`src/rtl/core/bc1_pkg.sv`:
```
package bc1_pkg;

   localparam int unsigned ColorWidth = 16;
   localparam int unsigned IndexWidth = 32;
   localparam int unsigned CountWidth = 3;
   localparam int unsigned PosWidth   = 2;
   localparam int unsigned PalSize    = 4;

   localparam logic [CountWidth-1:0] CountMax = 3'd4;
   // x/3 == (x*171) >> 9 for every x up to 255
   localparam logic [7:0] Div3Mul   = 8'd171;
   localparam int unsigned Div3Shift = 9;
   localparam logic [ColorWidth-1:0] Transparent = 16'h0000;

   typedef struct packed {
      logic [ColorWidth-1:0] endpoint_zero;
      logic [ColorWidth-1:0] endpoint_one;
      logic [IndexWidth-1:0] index_bits;
      logic [CountWidth-1:0] valid_columns;
      logic [CountWidth-1:0] valid_rows;
   } req_type;

   typedef struct packed {
      logic [ColorWidth-1:0] pixel;
      logic [PosWidth-1:0]   column;
      logic [PosWidth-1:0]   row;
      logic                  last;
   } rsp_type;

   typedef logic [PalSize-1:0][ColorWidth-1:0] palette_type;

   function automatic logic [CountWidth-1:0] clamp_count(input logic [CountWidth-1:0] v);
      clamp_count = (v > CountMax) ? CountMax : v;
   endfunction

   function automatic logic [7:0] div3(input logic [7:0] x);
      logic [15:0] prod;
      prod = x * Div3Mul;
      div3 = 8'(prod >> Div3Shift);
   endfunction

   // RGBA5551 from 5/6/5 components, green low bit dropped, alpha set
   function automatic logic [ColorWidth-1:0] pack5551(input logic [4:0] r5,
                                                       input logic [5:0] g6,
                                                       input logic [4:0] b5);
      pack5551 = {r5, g6[5:1], b5, 1'b1};
   endfunction

endpackage

```
`src/rtl/core/bc1_palette.sv`:
```
module bc1_palette (
   input  logic [bc1_pkg::ColorWidth-1:0] endpoint_zero,
   input  logic [bc1_pkg::ColorWidth-1:0] endpoint_one,
   output bc1_pkg::palette_type           palette
);
   import bc1_pkg::*;

   logic [4:0] r0, r1, b0, b1;
   logic [5:0] g0, g1;
   logic [7:0] r_2a, r_2b, g_2a, g_2b, b_2a, b_2b;
   logic [7:0] r_sum, g_sum, b_sum;
   logic [7:0] r_t0, r_t1, g_t0, g_t1, b_t0, b_t1;

   assign r0 = endpoint_zero[15:11];
   assign g0 = endpoint_zero[10:5];
   assign b0 = endpoint_zero[4:0];
   assign r1 = endpoint_one[15:11];
   assign g1 = endpoint_one[10:5];
   assign b1 = endpoint_one[4:0];

   // weighted sums, 2a+b and a+2b, and plain sums a+b
   assign r_2a  = {2'b0, r0, 1'b0} + {3'b0, r1};
   assign r_2b  = {3'b0, r0} + {2'b0, r1, 1'b0};
   assign g_2a  = {1'b0, g0, 1'b0} + {2'b0, g1};
   assign g_2b  = {2'b0, g0} + {1'b0, g1, 1'b0};
   assign b_2a  = {2'b0, b0, 1'b0} + {3'b0, b1};
   assign b_2b  = {3'b0, b0} + {2'b0, b1, 1'b0};
   assign r_sum = {3'b0, r0} + {3'b0, r1};
   assign g_sum = {2'b0, g0} + {2'b0, g1};
   assign b_sum = {3'b0, b0} + {3'b0, b1};

   assign r_t0 = div3(r_2a);
   assign r_t1 = div3(r_2b);
   assign g_t0 = div3(g_2a);
   assign g_t1 = div3(g_2b);
   assign b_t0 = div3(b_2a);
   assign b_t1 = div3(b_2b);

   always_comb begin
      palette[0] = pack5551(r0, g0, b0);
      palette[1] = pack5551(r1, g1, b1);
      if (endpoint_zero > endpoint_one) begin
         palette[2] = pack5551(r_t0[4:0], g_t0[5:0], b_t0[4:0]);
         palette[3] = pack5551(r_t1[4:0], g_t1[5:0], b_t1[4:0]);
      end else begin
         palette[2] = pack5551(r_sum[5:1], g_sum[6:1], b_sum[5:1]);
         palette[3] = Transparent;
      end
   end

endmodule

```
`src/rtl/core/bc1_pixel_walk.sv`:
```
module bc1_pixel_walk (
   input  logic                           clock,
   input  logic                           reset,
   input  logic                           req_valid,
   output logic                           req_ready,
   input  logic [bc1_pkg::IndexWidth-1:0] index_bits,
   input  logic [bc1_pkg::CountWidth-1:0] valid_columns,
   input  logic [bc1_pkg::CountWidth-1:0] valid_rows,
   input  bc1_pkg::palette_type           palette,
   output logic                           rsp_valid,
   input  logic                           rsp_ready,
   output bc1_pkg::rsp_type               rsp
);
   import bc1_pkg::*;

   logic                  blk_valid_ff, blk_valid_in;
   palette_type           pal_ff;
   logic [IndexWidth-1:0] idx_ff;
   logic [CountWidth-1:0] ncol_ff, nrow_ff;
   logic [PosWidth-1:0]   col_ff, col_in, row_ff, row_in;
   logic                  rsp_valid_ff, rsp_valid_in;
   rsp_type               rsp_ff, rsp_in;

   logic [CountWidth-1:0] ncol_req, nrow_req, ncol_m1, nrow_m1;
   logic                  req_empty, out_free, advance, col_end, at_end, take;
   logic [4:0]            bit_pos;
   logic [1:0]            sel;

   assign ncol_req  = clamp_count(valid_columns);
   assign nrow_req  = clamp_count(valid_rows);
   assign req_empty = (ncol_req == '0) || (nrow_req == '0);

   assign ncol_m1 = ncol_ff - 3'd1;
   assign nrow_m1 = nrow_ff - 3'd1;
   assign col_end = (col_ff == ncol_m1[PosWidth-1:0]);
   assign at_end  = col_end && (row_ff == nrow_m1[PosWidth-1:0]);

   assign out_free  = !rsp_valid_ff || rsp_ready;
   assign advance   = blk_valid_ff && out_free;
   assign req_ready = !blk_valid_ff || (advance && at_end);
   // empty blocks are taken and dropped
   assign take      = req_valid && req_ready && !req_empty;

   assign bit_pos = {row_ff, col_ff, 1'b0};
   assign sel     = idx_ff[bit_pos +: 2];

   always_comb begin
      blk_valid_in = blk_valid_ff;
      col_in       = col_ff;
      row_in       = row_ff;
      if (advance) begin
         if (at_end) begin
            blk_valid_in = 1'b0;
         end else if (col_end) begin
            col_in = '0;
            row_in = row_ff + 2'd1;
         end else begin
            col_in = col_ff + 2'd1;
         end
      end
      if (take) begin
         blk_valid_in = 1'b1;
         col_in       = '0;
         row_in       = '0;
      end

      rsp_valid_in = rsp_valid_ff && !rsp_ready;
      rsp_in       = rsp_ff;
      if (advance) begin
         rsp_valid_in  = 1'b1;
         rsp_in.pixel  = pal_ff[sel];
         rsp_in.column = col_ff;
         rsp_in.row    = row_ff;
         rsp_in.last   = at_end;
      end
   end

   always_ff @(posedge clock) begin
      if (reset) begin
         blk_valid_ff <= 1'b0;
         rsp_valid_ff <= 1'b0;
      end else begin
         blk_valid_ff <= blk_valid_in;
         rsp_valid_ff <= rsp_valid_in;
      end
   end

   always_ff @(posedge clock) begin
      col_ff <= col_in;
      row_ff <= row_in;
      rsp_ff <= rsp_in;
      if (take) begin
         pal_ff  <= palette;
         idx_ff  <= index_bits;
         ncol_ff <= ncol_req;
         nrow_ff <= nrow_req;
      end
   end

   assign rsp_valid = rsp_valid_ff;
   assign rsp       = rsp_ff;

endmodule

```
`src/rtl/core/bc1_block_to_rgba5551.sv`:
```
// BC1 block to RGBA5551 pixel decoder.
// Each accepted block is captured into the walk registers; its pixels then pass through
// the result register, columns x rows pixels per block (16 for a full block), one pixel
//   per cycle while rsp_ready holds; a block with a zero count is taken and gives no pixels.
// Reset: synchronous, active high; clears the block and result valid flags only.
module bc1_block_to_rgba5551 (
   input  logic             clock,
   input  logic             reset,
   input  logic             req_valid,
   output logic             req_ready,
   input  bc1_pkg::req_type req,
   output logic             rsp_valid,
   input  logic             rsp_ready,
   output bc1_pkg::rsp_type rsp
);
   import bc1_pkg::*;

   // palette built straight off the input item, captured on acceptance
   palette_type palette;

   bc1_palette u_palette (
      .endpoint_zero (req.endpoint_zero),
      .endpoint_one  (req.endpoint_one),
      .palette       (palette)
   );

   // holds one block, walks its valid positions in row-major order;
   // the next block is taken in the cycle its predecessor's last pixel
   // moves into the result register
   bc1_pixel_walk u_walk (
      .clock         (clock),
      .reset         (reset),
      .req_valid     (req_valid),
      .req_ready     (req_ready),
      .index_bits    (req.index_bits),
      .valid_columns (req.valid_columns),
      .valid_rows    (req.valid_rows),
      .palette       (palette),
      .rsp_valid     (rsp_valid),
      .rsp_ready     (rsp_ready),
      .rsp           (rsp)
   );

endmodule

```
`config.mk`:
```
export PLATFORM = sky130hd
export DESIGN_NAME = bc1_block_to_rgba5551
export DESIGN_NICKNAME = d
export VERILOG_FILES = /design/src/rtl/core/bc1_pkg.sv /design/src/rtl/core/bc1_palette.sv /design/src/rtl/core/bc1_pixel_walk.sv /design/src/rtl/core/bc1_block_to_rgba5551.sv
export SDC_FILE = /design/constraint.sdc
export NUM_CORES = 1
export LEC_CHECK = 0
export ABC_AREA = 0
export BUFFER_PORTS_ARGS = -buffer_cell sky130_fd_sc_hd__buf_4
export CORE_ASPECT_RATIO = 0.7
export CORE_UTILIZATION = 50
export CTS_BUF_LIST = sky130_fd_sc_hd__clkbuf_2
export CTS_CLUSTER_DIAMETER = 50
export DETAILED_ROUTE_END_ITERATION = 12
export PLACE_DENSITY_LB_ADDON = 0.1
export SLEW_MARGIN = 20
export SYNTH_ARGS = -nofsm -noshare
export SYNTH_HDL_FRONTEND = slang
export SYNTH_HIERARCHICAL = 1
export SYNTH_SLANG_ARGS = --single-unit
```
`constraint.sdc`:
```
create_clock -name clock -period 4.5 [get_ports clock]
set_clock_uncertainty 0.05 [all_clocks]
set_input_delay 0.225 -clock clock [delete_from_list [all_inputs] [get_ports clock]]
set_output_delay 0.225 -clock clock [all_outputs]
set_load 0.01 [all_outputs]
```
* Yosys cells after proc, flatten, opt, wreduce, memory -nomap -nowiden
Index checks and enable logic that the tools add are counted.
** Operators by class
- Bitwise logic cells :: 1
- Multiplexer cells :: 10
- $add $sub $neg :: 13
- Multipliers :: 6
- Reduce and logical (&&, ||, !) cells :: 20
- Shifts and indexed selects :: 1
- Equal/unequal tests :: 2
- $lt $le $gt $ge :: 4
** Operators by type and width (number)
- binary-select mux 16 bit (select 2 bit) :: 1
- variable part select 32 x 6 -> 2 bit :: 1
- multiplier 8 x 8 -> 15 bit (second input constant) :: 2
- multiplier 7 x 8 -> 14 bit (second input constant) :: 2
- multiplier 8 x 8 -> 14 bit (second input constant) :: 2
- 2-to-1 mux 17 bit :: 1
- greater-than comparator 16 bit :: 1
- 2-to-1 mux 16 bit :: 1
- adder 5 x 6 -> 7 bit :: 2
- adder 6 x 5 -> 7 bit :: 2
- adder 5 x 5 -> 6 bit :: 2
- adder 6 x 7 -> 8 bit :: 1
- adder 7 x 6 -> 8 bit :: 1
- adder 6 x 6 -> 7 bit :: 1
- greater-than comparator 3 bit (second input constant) :: 2
- logical AND 1 bit :: 6
- zero test 3 bit :: 2
- 2-to-1 mux 3 bit :: 2
- adder 2 x 1 -> 2 bit (second input constant) :: 2
- == test 2 bit :: 2
- zero test 1 bit :: 4
- 2-to-1 mux 1 bit :: 4
- AND reduction 2 bit :: 2
- nonzero test 2 bit :: 2
- 6 further kinds :: 9
** Word-level totals
- Logic and storage cells :: 73
- Register bits after elaboration :: 125
- Input port bits :: 74

* Depth between registers and ports, before layout
Gate-level depths: netlist (run 1).
- Depth after elaboration :: 9
- Gate-level depth with buffers :: 20

* Hierarchy
Netlist (run 1), hierarchy kept.
** Modules (own cells, without submodules)
- bc1_palette :: cells each 910, instances 1, area an instance 7972.6 sq um
- bc1_pixel_walk :: cells each 293, instances 1, area an instance 4942.2 sq um

* Worst setup path before layout (run 1)
OpenSTA, ideal clock, no wires.
- Kind :: input port to flip-flop
- From :: input port req[60] (netlist bit)
- To :: register u_walk/pal_ff[55] (netlist bit), data pin
- Arrival time :: 4431 ps
- Setup slack :: -235 ps
- Path buffers :: 0
- Required time :: 4195 ps
- Stages on the path :: 18
- Cells stage by stage :: ha_1 fa_1 a21o_1 a21oi_1 xnor2_1 inv_1 fa_1 inv_1 fa_1 inv_1 fa_1 inv_1 ha_1 and3_1 a211oi_1 o21bai_1 xor2_1 and2_1
** Between the ends
- Longest elaborated chain between the ends :: 2
- Elaborated cells between the ends (all ways) :: 3
- Those cells by class :: 1 x add/sub; 1 x mul; 1 x order compare
** Ends and longest elaborated chain
- start: declaration :: RTL line bc1_block_to_rgba5551.sv:11 : input bc1_pkg::req_type req,
- adder 6 x 7 -> 8 bit :: RTL line bc1_palette.sv:25 : assign g_2b = {2'b0, g0} + {1'b0, g1, 1'b0};
- multiplier 8 x 8 -> 15 bit :: RTL line bc1_pkg.sv:38 : prod = x * Div3Mul;
- end signal: assignment :: RTL line bc1_pixel_walk.sv:93 : pal_ff <= palette;
- end: declaration :: RTL line bc1_pixel_walk.sv:17 : palette_type pal_ff;
Several ways; a longest one is shown, not always the timed one.
A chain may end at the register's enable or synchronous reset.

* Worst setup path after layout (run 1)
- From :: input port req[41] (netlist bit)
- To :: register u_walk/pal_ff[52] (netlist bit), data pin
** Between the ends
- Longest elaborated chain between the ends :: 2
- Elaborated cells between the ends (all ways) :: 3
- Those cells by class :: 1 x add/sub; 1 x mul; 1 x order compare
** Ends and longest elaborated chain
- adder 5 x 6 -> 7 bit :: RTL line bc1_palette.sv:27 : assign b_2b = {3'b0, b0} + {2'b0, b1, 1'b0};
- multiplier 7 x 8 -> 14 bit :: RTL line bc1_pkg.sv:38
Several ways; a longest one is shown, not always the timed one.

==> results of run 1 <==
through the flow:
step           instance area [um2]  power [W]  util, %  instances  TNS (ps)
2_1_floorplan                13100    0.00609        -       1205     -40.1
3_3_place_gp                 14900    0.00796     59.6       1711     -6120
3_5_place_dp                 14900    0.00811     59.6       1711     -8650
4_1_cts                      15900    0.00891     63.5       1816         0
5_1_grt                      16000     0.0101     64.2       1820      -151
6_report                     16000    0.00912     64.2       1820         0
where the power goes:
part           total [W]  switching, W  leakage (nW)  internal (W)
registers        0.00176      0.000126          1.20       0.00164
logic            0.00667       0.00344          6.38       0.00322
clock network   0.000687      0.000426         0.138      0.000260
worst max-delay path, delay by kind of cell:
kind	cells	cell delay [ps]
compound gates	4	740
xor+xnor	2	270
fa+ha+maj	6	2060
buf+inv	6	1060
simple gates	2	470
layout by cell type, fill, tap and decap left out, types with 7 or more instances in the layout:
cell	synthesis	routed
fa_1	66	62
nand2b_1	7	7
xor2_1	18	18
a32oi_1	16	16
nand2_1	33	33
o21bai_1	14	13
a21oi_1	52	42
a21o_1	24	24
dlygate4sd3_1	0	73
edfxtp_1	121	121
a31oi_1	18	18
nor2_1	38	38
xnor2_1	58	53
clkbuf_2	0	21
nand4_1	13	13
mux2i_1	19	18
ha_1	270	262
nand3_1	50	49
buf_4	35	237
a21oi_2	0	10
ha_4	0	8
nor2b_1	7	7
o21ai_0	41	35
inv_1	189	188
final cells by class:
| class | instances | share of cell area [%] |
|---|---|---|
| Sequential cell | 127 | 23.4 |
| Inverter | 190 | 4.46 |
| Multi-Input combinational cell | 833 | 52.3 |
| Clock inverter | 11 | 0.741 |
| Clock buffer | 21 | 0.655 |
| Antenna cell | 1 | 0.0156 |
| Timing Repair Buffer | 312 | 15.9 |
| Tap cell | 325 | 2.53 |
layer usage:
metal	routed length [um]	GRT usage, %
met5	0	0
met4	216	4.76
met3	1140	2.68
met2	13000	37.0
met1	15000	34.1
worst paths after layout:
kind	end	cells past startpoint	slack (ps)
setup / recovery	u_walk/pal_ff[52]	20	10
hold / removal	u_walk/col_ff[1]	5	90
setup reg to reg	u_walk/pal_ff[39]	5	1260
hold reg to reg	u_walk/col_ff[0]	2	560
cells by family (layout without fill, tap and decap cells):
logic type,after synthesis,after routing,share of synthesized area (%)
fa+ha+maj,336,336,36.4
buf+inv,245,534,8.44
compound gates,216,216,11.3
simple gates,170,170,6.46
flops,127,127,29.1
xor+xnor,76,76,5.15
mux,32,32,3.16
other cells,1,4,0.0290
state kept, by name (all words and copies together) (netlist names):
register	cells
u_walk/pal_ff	64
u_walk/idx_ff	32
u_walk/rsp	21
u_walk/col_ff	2
u_walk/ncol_ff	2
u_walk/nrow_ff	2
u_walk/row_ff	2
u_walk/blk_valid_ff	1
u_walk/rsp_valid	1
what timing repair did:
action | CTS | global route
resized for setup | 0 | 28
endpoints found under the hold margin | 68 | 0
setup endpoints to repair | 0 | 22
hold buffers | 73 | 0
setup buffers | 0 | 3
==> flow_summary.toml, run 1 <==
[status]
status = "complete, no violations"

[placement]
place_hpwl_mm = 22.9
place_ws_ps = -426
portBuffers = 96
place_congestion = 0.820

[sta]
whs_ps = 85.1
post-route-period-util_pct = 99.7
slew_violations = 0
period_minus_slack_ps = 4490
rsz0062_at_grt = "yes"
fmax_mhz = 223
hold_viol = 0
fin_ws_ps = 11.7
slew-limit-headroom_pct = 32.5
tightest_slew_ps = 1010
finalSetupViolations = 0

[synth]
yosys.area.top_type = "edfxtp_1"
synth.distinct_cells = 64
ys.flop_type = "edfxtp_1"
ys_seq_area_share_pct = 29.1
syn-cell-area_um2 = 12900
synthCells = 1203
synth_top_area_share_pct = 28.1
synth_edf_count = 121
yosysWarnings = 6
synthArstFlopShare_pct = 0
ys_ff_latch = 127
synthTopCellsByArea = "edfxtp_1 28%, ha_1 26%, fa_1 10%"
avgSynthCellArea_um2 = 10.7
synth_commonest_cells = "270 x ha_1, 189 x inv_1, 121 x edfxtp_1, 66 x fa_1, 58 x xnor2_1"
synthMostInstantiatedCell = "ha_1"

[worst_setup_path]
arrival_ps = 4830
worst-path-max-fanout = 3
crit_chain = "dlygate4sd3_1, buf_4, buf_4, ha_1, a21oi_2, buf_4, xnor2_2, ha_1, ha_1, inv_1, fa_1, inv_1, fa_1, ha_1, or3_4, a211oi_4, o31ai_1, a21oi_1, xor2_1, nor2_1"
crit_type = "input port to register"
required_ps = 4840
slowest_stage = "dlygate4sd3_1"
startpoint = "req[41]"
cpMostUsedCell = "ha_1"
cpPeakStageDelay_ps = 540
regToRegStartpoint = "u_walk/col_ff[1]"
cp-start-kind = "input port"
cp-end-kind = "register"

[floorplanning]
die_x_um = 194
ioPinCount = 97
core_um2 = 25000
row_count = 48
die_y_um = 136
die_area_um2 = 26500
start_util_pct = 51.7

[routing]
wl_mm = 29.4
drtIter0Drc = 503
viasPerCell = 5.30
first_pass_iters = 5
drc = 0
wl_per_cell_um = 16.1
ant_nets = 0
num_vias = 9637

[finish]
regArea_um2 = 3750
fillers = 1976
multiInputGateArea_um2 = 8390
drive_above_1_share_pct = 22.6
finalNetCount = 1891
syn_to_final_growth_pct = 24.2

[clock_network]
cts_sinks = 127
cts_root_buffer = "clkbuf_2"
cts_inserted_buffers = 17
insertion_delay_ps = 670
clk_pin_slew_worst_paths_ps = 180
cts_tree = "done"
h-tree-depth = 4
clock_path_buffers = 2

[global_routing]
grt_use_total_pct = 23.2
first_global_vias = 9634
antenna_found_initial = 1
grt_pass1_wl_mm = 48.5
grt-ovfl-total = 0
grt_max_degree = 48

[pwr]
power_density_nw_per_um2 = 568
ir_worst_vdd_mv = 0.388
power.leakage_nw = 7.72

[worst_hold_path]
min-delay-start = "rsp_ready"
hp-class = "input port to register"

[run]
maxCapViolations = 0
Note: power is estimated with default switching activity, not from simulation.
==> run 2, diff against run 1 <==
--- a/config.mk
+++ b/config.mk
@@ -13,6 +13,7 @@
 export CTS_CLUSTER_DIAMETER = 50
 export DETAILED_ROUTE_END_ITERATION = 12
 export PLACE_DENSITY_LB_ADDON = 0.1
+export RECOVER_POWER = 100
 export SLEW_MARGIN = 20
 export SYNTH_ARGS = -nofsm -noshare
 export SYNTH_HDL_FRONTEND = slang
==> flow_summary.toml, run 2 (synthesis gave the netlist of run 1 again) <==
[routing]
ant_nets = 0
wl_per_cell_um = 16.1
viasPerCell = 5.28
drtIter0Drc = 480
wl_mm = 29.3
drc = 0
num_vias = 9606
first_pass_iters = 5

[global_routing]
grt_pass1_wl_mm = 48.5
first_global_vias = 9634
antenna_found_initial = 1
grt-ovfl-total = 0
grt_use_total_pct = 23.2
grt_max_degree = 48

[floorplanning]
start_util_pct = 51.7
die_y_um = 136
die_area_um2 = 26500
die_x_um = 194
ioPinCount = 97
row_count = 48
core_um2 = 25000

[sta]
finalSetupViolations = 0
period_minus_slack_ps = 4490
fmax_mhz = 223
hold_viol = 0
post-route-period-util_pct = 99.7
slew_violations = 46
tightest_slew_ps = 2090
slew-limit-headroom_pct = -39.3
rsz0062_at_grt = "yes"
whs_ps = 85.0

[placement]
portBuffers = 96
place_congestion = 0.820
place_hpwl_mm = 22.9

[finish]
drive_above_1_share_pct = 19.2
largest_register_ff_count = 64
layout_commonest_cell = "ha_1"
layout_common_cells = "262 x ha_1, 188 x inv_1, 154 x buf_4"
finalNetCount = 1891
top_register = "u_walk/pal_ff"
fillers = 2029
utilization_pct = 63.5
syn_to_final_growth_pct = 22.7

[worst_setup_path]
worst_r2r_path_depth = 5
required_ps = 4850
cp.depth = 20
cp-start-kind = "input port"
cpPeakStageDelay_ps = 540
worst-path-max-fanout = 3
path_buf_inv = 6
rr_endpoint = "u_walk/pal_ff[39]"
crit_chain = "dlygate4sd3_1, buf_4, buf_4, ha_1, a21oi_2, buf_4, xnor2_2, ha_1, ha_1, inv_1, fa_1, inv_1, fa_1, ha_1, or3_4, a211oi_4, o31ai_1, a21oi_1, xor2_1, nor2_1"
r2r_slack_ps = 290
regToRegStartpoint = "u_walk/col_ff[1]"
cpMostUsedCell = "ha_1"
arrival_ps = 4830
cpLargestDelayFamily = "adder cells"
crit_type = "input port to register"
slowest_stage = "dlygate4sd3_1"
cp-end-kind = "register"

[clock_network]
cts_sinks = 127
cts_root_buffer = "clkbuf_2"
clk_pin_slew_worst_paths_ps = 180
cts_tree = "done"
clock_path_buffers = 2
cts_inserted_buffers = 17
insertion_delay_ps = 670
h-tree-depth = 4

[pwr]
ir_worst_vdd_mv = 0.388
power_w = 0.00905
power_density_nw_per_um2 = 571
power.leakage_nw = 7.53

[worst_hold_path]
hold_depth = 5
hp-class = "input port to register"
min_to = "u_walk/col_ff[1]"
min-delay-start = "rsp_ready"

[run]
maxCapViolations = 1

[status]
status = "finished, violations left"
violations = "capacitance limit, slew limit"
-- run 2: routing by layer --
layer / global-route usage (%) / up-vias / wire length (um)
li1: - / 4803 / -
met1: 34.1 / 4592 / 14900
met2: 37.0 / 198 / 13000
met3: 2.68 / 13 / 1210
met4: 4.76 / 0 / 195
met5: 0 / - / 0
-- run 2: worst max path at each step --
stage / startpoint / to
6_report: req[41] / u_walk/pal_ff[52]
5_1_grt: req[41] / u_walk/pal_ff[50]
4_1_cts: req[41] / u_walk/pal_ff[52]
3_5_place_dp: req[55] / u_walk/pal_ff[50]
3_3_place_gp: req[60] / u_walk/pal_ff[55]
2_1_floorplan: req[60] / u_walk/pal_ff[55]
-- run 2: report_power, final --
part | switching, W | leakage, nW | internal [W]
combinational | 0.00343 | 6.20 | 0.00317
clock | 0.000429 | 0.138 | 0.000260
sequential | 0.000124 | 1.20 | 0.00164
-- run 2: area by class of cell --
cell class              count  area (um2)  share of cell area (%)
clock inverters            11         119                   0.750
multi-input cells         833        8380                    52.8
flip-flops and latches    127        3750                    23.7
well taps                 325         407                    2.57
repair buffers            312        2370                    15.0
diodes                      1        2.50                  0.0158
clock buffers              21         105                   0.663
inverters                 190         716                    4.51
-- run 2: worst min-delay path, cell delays in order --
cell	delay, ps
buf_4	90
nand2b_1	130
nand2_1	120
o21ai_1	140
a21oi_1	70
-- run 2: metrics by stage --
stage	setup slack (ps)	cells	instance area (um2)	TNS [ps]
CTS	5.58	1816	15900	0
floorplan	-25.8	1205	13100	-40.1
finish	14.6	1820	15900	0
detailed placement	-426	1711	14900	-8650
global route	-47.2	1820	15900	-151
global placement	-334	1711	14900	-6120
-- run 2: what timing repair did --
| action | 4_1_cts | 5_1_grt |
|---|---|---|
| endpoints found under the hold margin | 68 | 0 |
| setup endpoints to repair | 0 | 22 |
| buffers inserted | 0 | 3 |
| gates resized for setup | 0 | 28 |
| hold buffers | 73 | 0 |
==> run 3, diff against run 2 <==
--- a/config.mk
+++ b/config.mk
@@ -6,12 +6,13 @@
 export NUM_CORES = 1
 export LEC_CHECK = 0
 export ABC_AREA = 0
-export BUFFER_PORTS_ARGS = -buffer_cell sky130_fd_sc_hd__buf_4
+export CAP_MARGIN = 20
 export CORE_ASPECT_RATIO = 0.7
 export CORE_UTILIZATION = 50
 export CTS_BUF_LIST = sky130_fd_sc_hd__clkbuf_2
 export CTS_CLUSTER_DIAMETER = 50
 export DETAILED_ROUTE_END_ITERATION = 12
+export DONT_BUFFER_PORTS = 1
 export PLACE_DENSITY_LB_ADDON = 0.1
 export RECOVER_POWER = 100
 export SLEW_MARGIN = 20
==> flow_summary.toml, run 3 (synthesis gave the netlist of run 1 again) <==
[worst_setup_path]
required_ps = 4940
cp-start-kind = "input port"
arrival_ps = 4830
crit_type = "input port to register"
worst-path-max-fanout = 4
cp-end-kind = "register"

[clock_network]
cts_inserted_buffers = 17
h-tree-depth = 4
cts_root_buffer = "clkbuf_2"
cts_tree = "done"
cts_sinks = 127
insertion_delay_ps = 750
clock_path_buffers = 2
clk_pin_slew_worst_paths_ps = 200

[finish]
syn_to_final_growth_pct = 16.1
layout_common_cells = "265 x ha_1, 189 x inv_1, 121 x edfxtp_1"
multiInputGateArea_um2 = 8240
layout_commonest_cell = "ha_1"
diodes = 0
largest_register_ff_count = 64
fillers = 2124
regArea_um2 = 3750
drive_above_1_share_pct = 12.3
top_register = "u_walk/pal_ff"
finalNetCount = 1767

[global_routing]
gr-usage-met1_pct = 33.9
use_met3_pct = 3.23
busiest_layer = "met2"
grt-ovfl-total = 0
grt_pass1_wl_mm = 48.0
grt_max_degree = 105
grt_use_total_pct = 23.3
use_met2_pct = 36.9
first_global_vias = 9294
antenna_found_initial = 0

[sta]
rsz0062_at_grt = "yes"
whs_ps = 87.2
period_minus_slack_ps = 4390
fmax_mhz = 228
slew_violations = 33
post-route-period-util_pct = 97.6
hold_viol = 0
tightest_slew_ps = 1730
fin_ws_ps = 107
slew-limit-headroom_pct = -17.3
finalSetupViolations = 0

[floorplanning]
core_um2 = 25000
die_area_um2 = 26500
start_util_pct = 51.7
die_x_um = 194
ioPinCount = 97
row_count = 48
die_y_um = 136

[pwr]
power.leakage_nw = 7.08
power_density_nw_per_um2 = 579
ir_worst_vdd_mv = 0.364

[placement]
portBuffers = 0
place_ws_ps = -238
place_hpwl_mm = 21.9
place_congestion = 0.829

[routing]
wl_mm = 29.2
first_pass_iters = 5
wl_per_cell_um = 17.2
drtIter0Drc = 494
drc = 0
ant_nets = 0
viasPerCell = 5.38
num_vias = 9112

[status]
status = "finished, violations left"
violations = "capacitance limit, slew limit"

[run]
maxCapViolations = 1

[worst_hold_path]
hp-class = "input port to register"
==> run 3: cell count changes in the layout (fill, tap and decap cells not counted), sizes merged <==
cell | before | now
buf | 156 | 89
diode | 1 | 0
clkinv | 5 | 4
dlygate4sd3 | 73 | 92
inv | 191 | 195
clkbuf | 104 | 25
==> run 3: power breakdown <==
| part | internal [W] | leakage (nW) | switching [W] |
|---|---|---|---|
| Combinational | 0.00289 | 5.74 | 0.00327 |
| Clock | 0.000268 | 0.143 | 0.000465 |
| Sequential | 0.00164 | 1.20 | 0.000141 |
| Total | 0.00480 | 7.08 | 0.00388 |
==> run 3: per-layer routing <==
layer,wire length [um],vias to the layer above
met4,325,0
met3,1180,21
met1,14800,4333
met5,0,-
li1,-,4553
met2,12800,205
==> run 3: final cells by class <==
type	count	share of cell area (%)
multi-input cells	833	54.9
well taps	325	2.71
flip-flops and latches	127	25.0
clock buffers	18	0.601
clock inverters	14	1.05
repair buffers	188	10.9
inverters	190	4.77
==> run 3: path summary, 6_finish.rpt <==
path,from,endpoint,slack [ps],depth (start not counted)
setup / recovery,req[39],u_walk/pal_ff[53],110,20
hold / removal,req[66],u_walk/pal_ff[43],90,4
setup reg to reg,u_walk/col_ff[0],u_walk/pal_ff[19],560,5
hold reg to reg,u_walk/row_ff[1],u_walk/rsp[2],560,0
==> run 3: per-stage QoR <==
stage          instance area, um2  std cells  total power (W)  setup TNS, ps  util, %
2_1_floorplan               13100       1205          0.00609          -40.1        -
3_3_place_gp                13800       1570          0.00772          -2070     55.4
3_5_place_dp                13800       1570          0.00781          -3400     55.4
4_1_cts                     15000       1692          0.00868              0     60.0
5_1_grt                     15000       1695          0.00970          -53.7     60.0
6_report                    15000       1695          0.00868              0     60.0
==> run 3: timing repair <==
action                                  4_1_cts  5_1_grt
gates resized for setup                       0       14
endpoints found under the hold margin        83        2
endpoints found under the setup margin        0        7
setup buffers                                 0        1
hold buffers                                 90        2
==> run 3: worst max-delay path, cell delays in order <==
cell	delay [ps]
dlygate4sd3_1	560
inv_1	80
fa_1	400
inv_1	60
a21o_1	110
a21oi_1	100
xnor2_1	160
ha_2	330
inv_1	50
fa_1	420
fa_1	490
inv_1	50
fa_1	450
ha_2	220
or3_4	370
o221ai_4	260
nor3_1	80
o221ai_1	190
xnor2_1	170
nor2_1	60
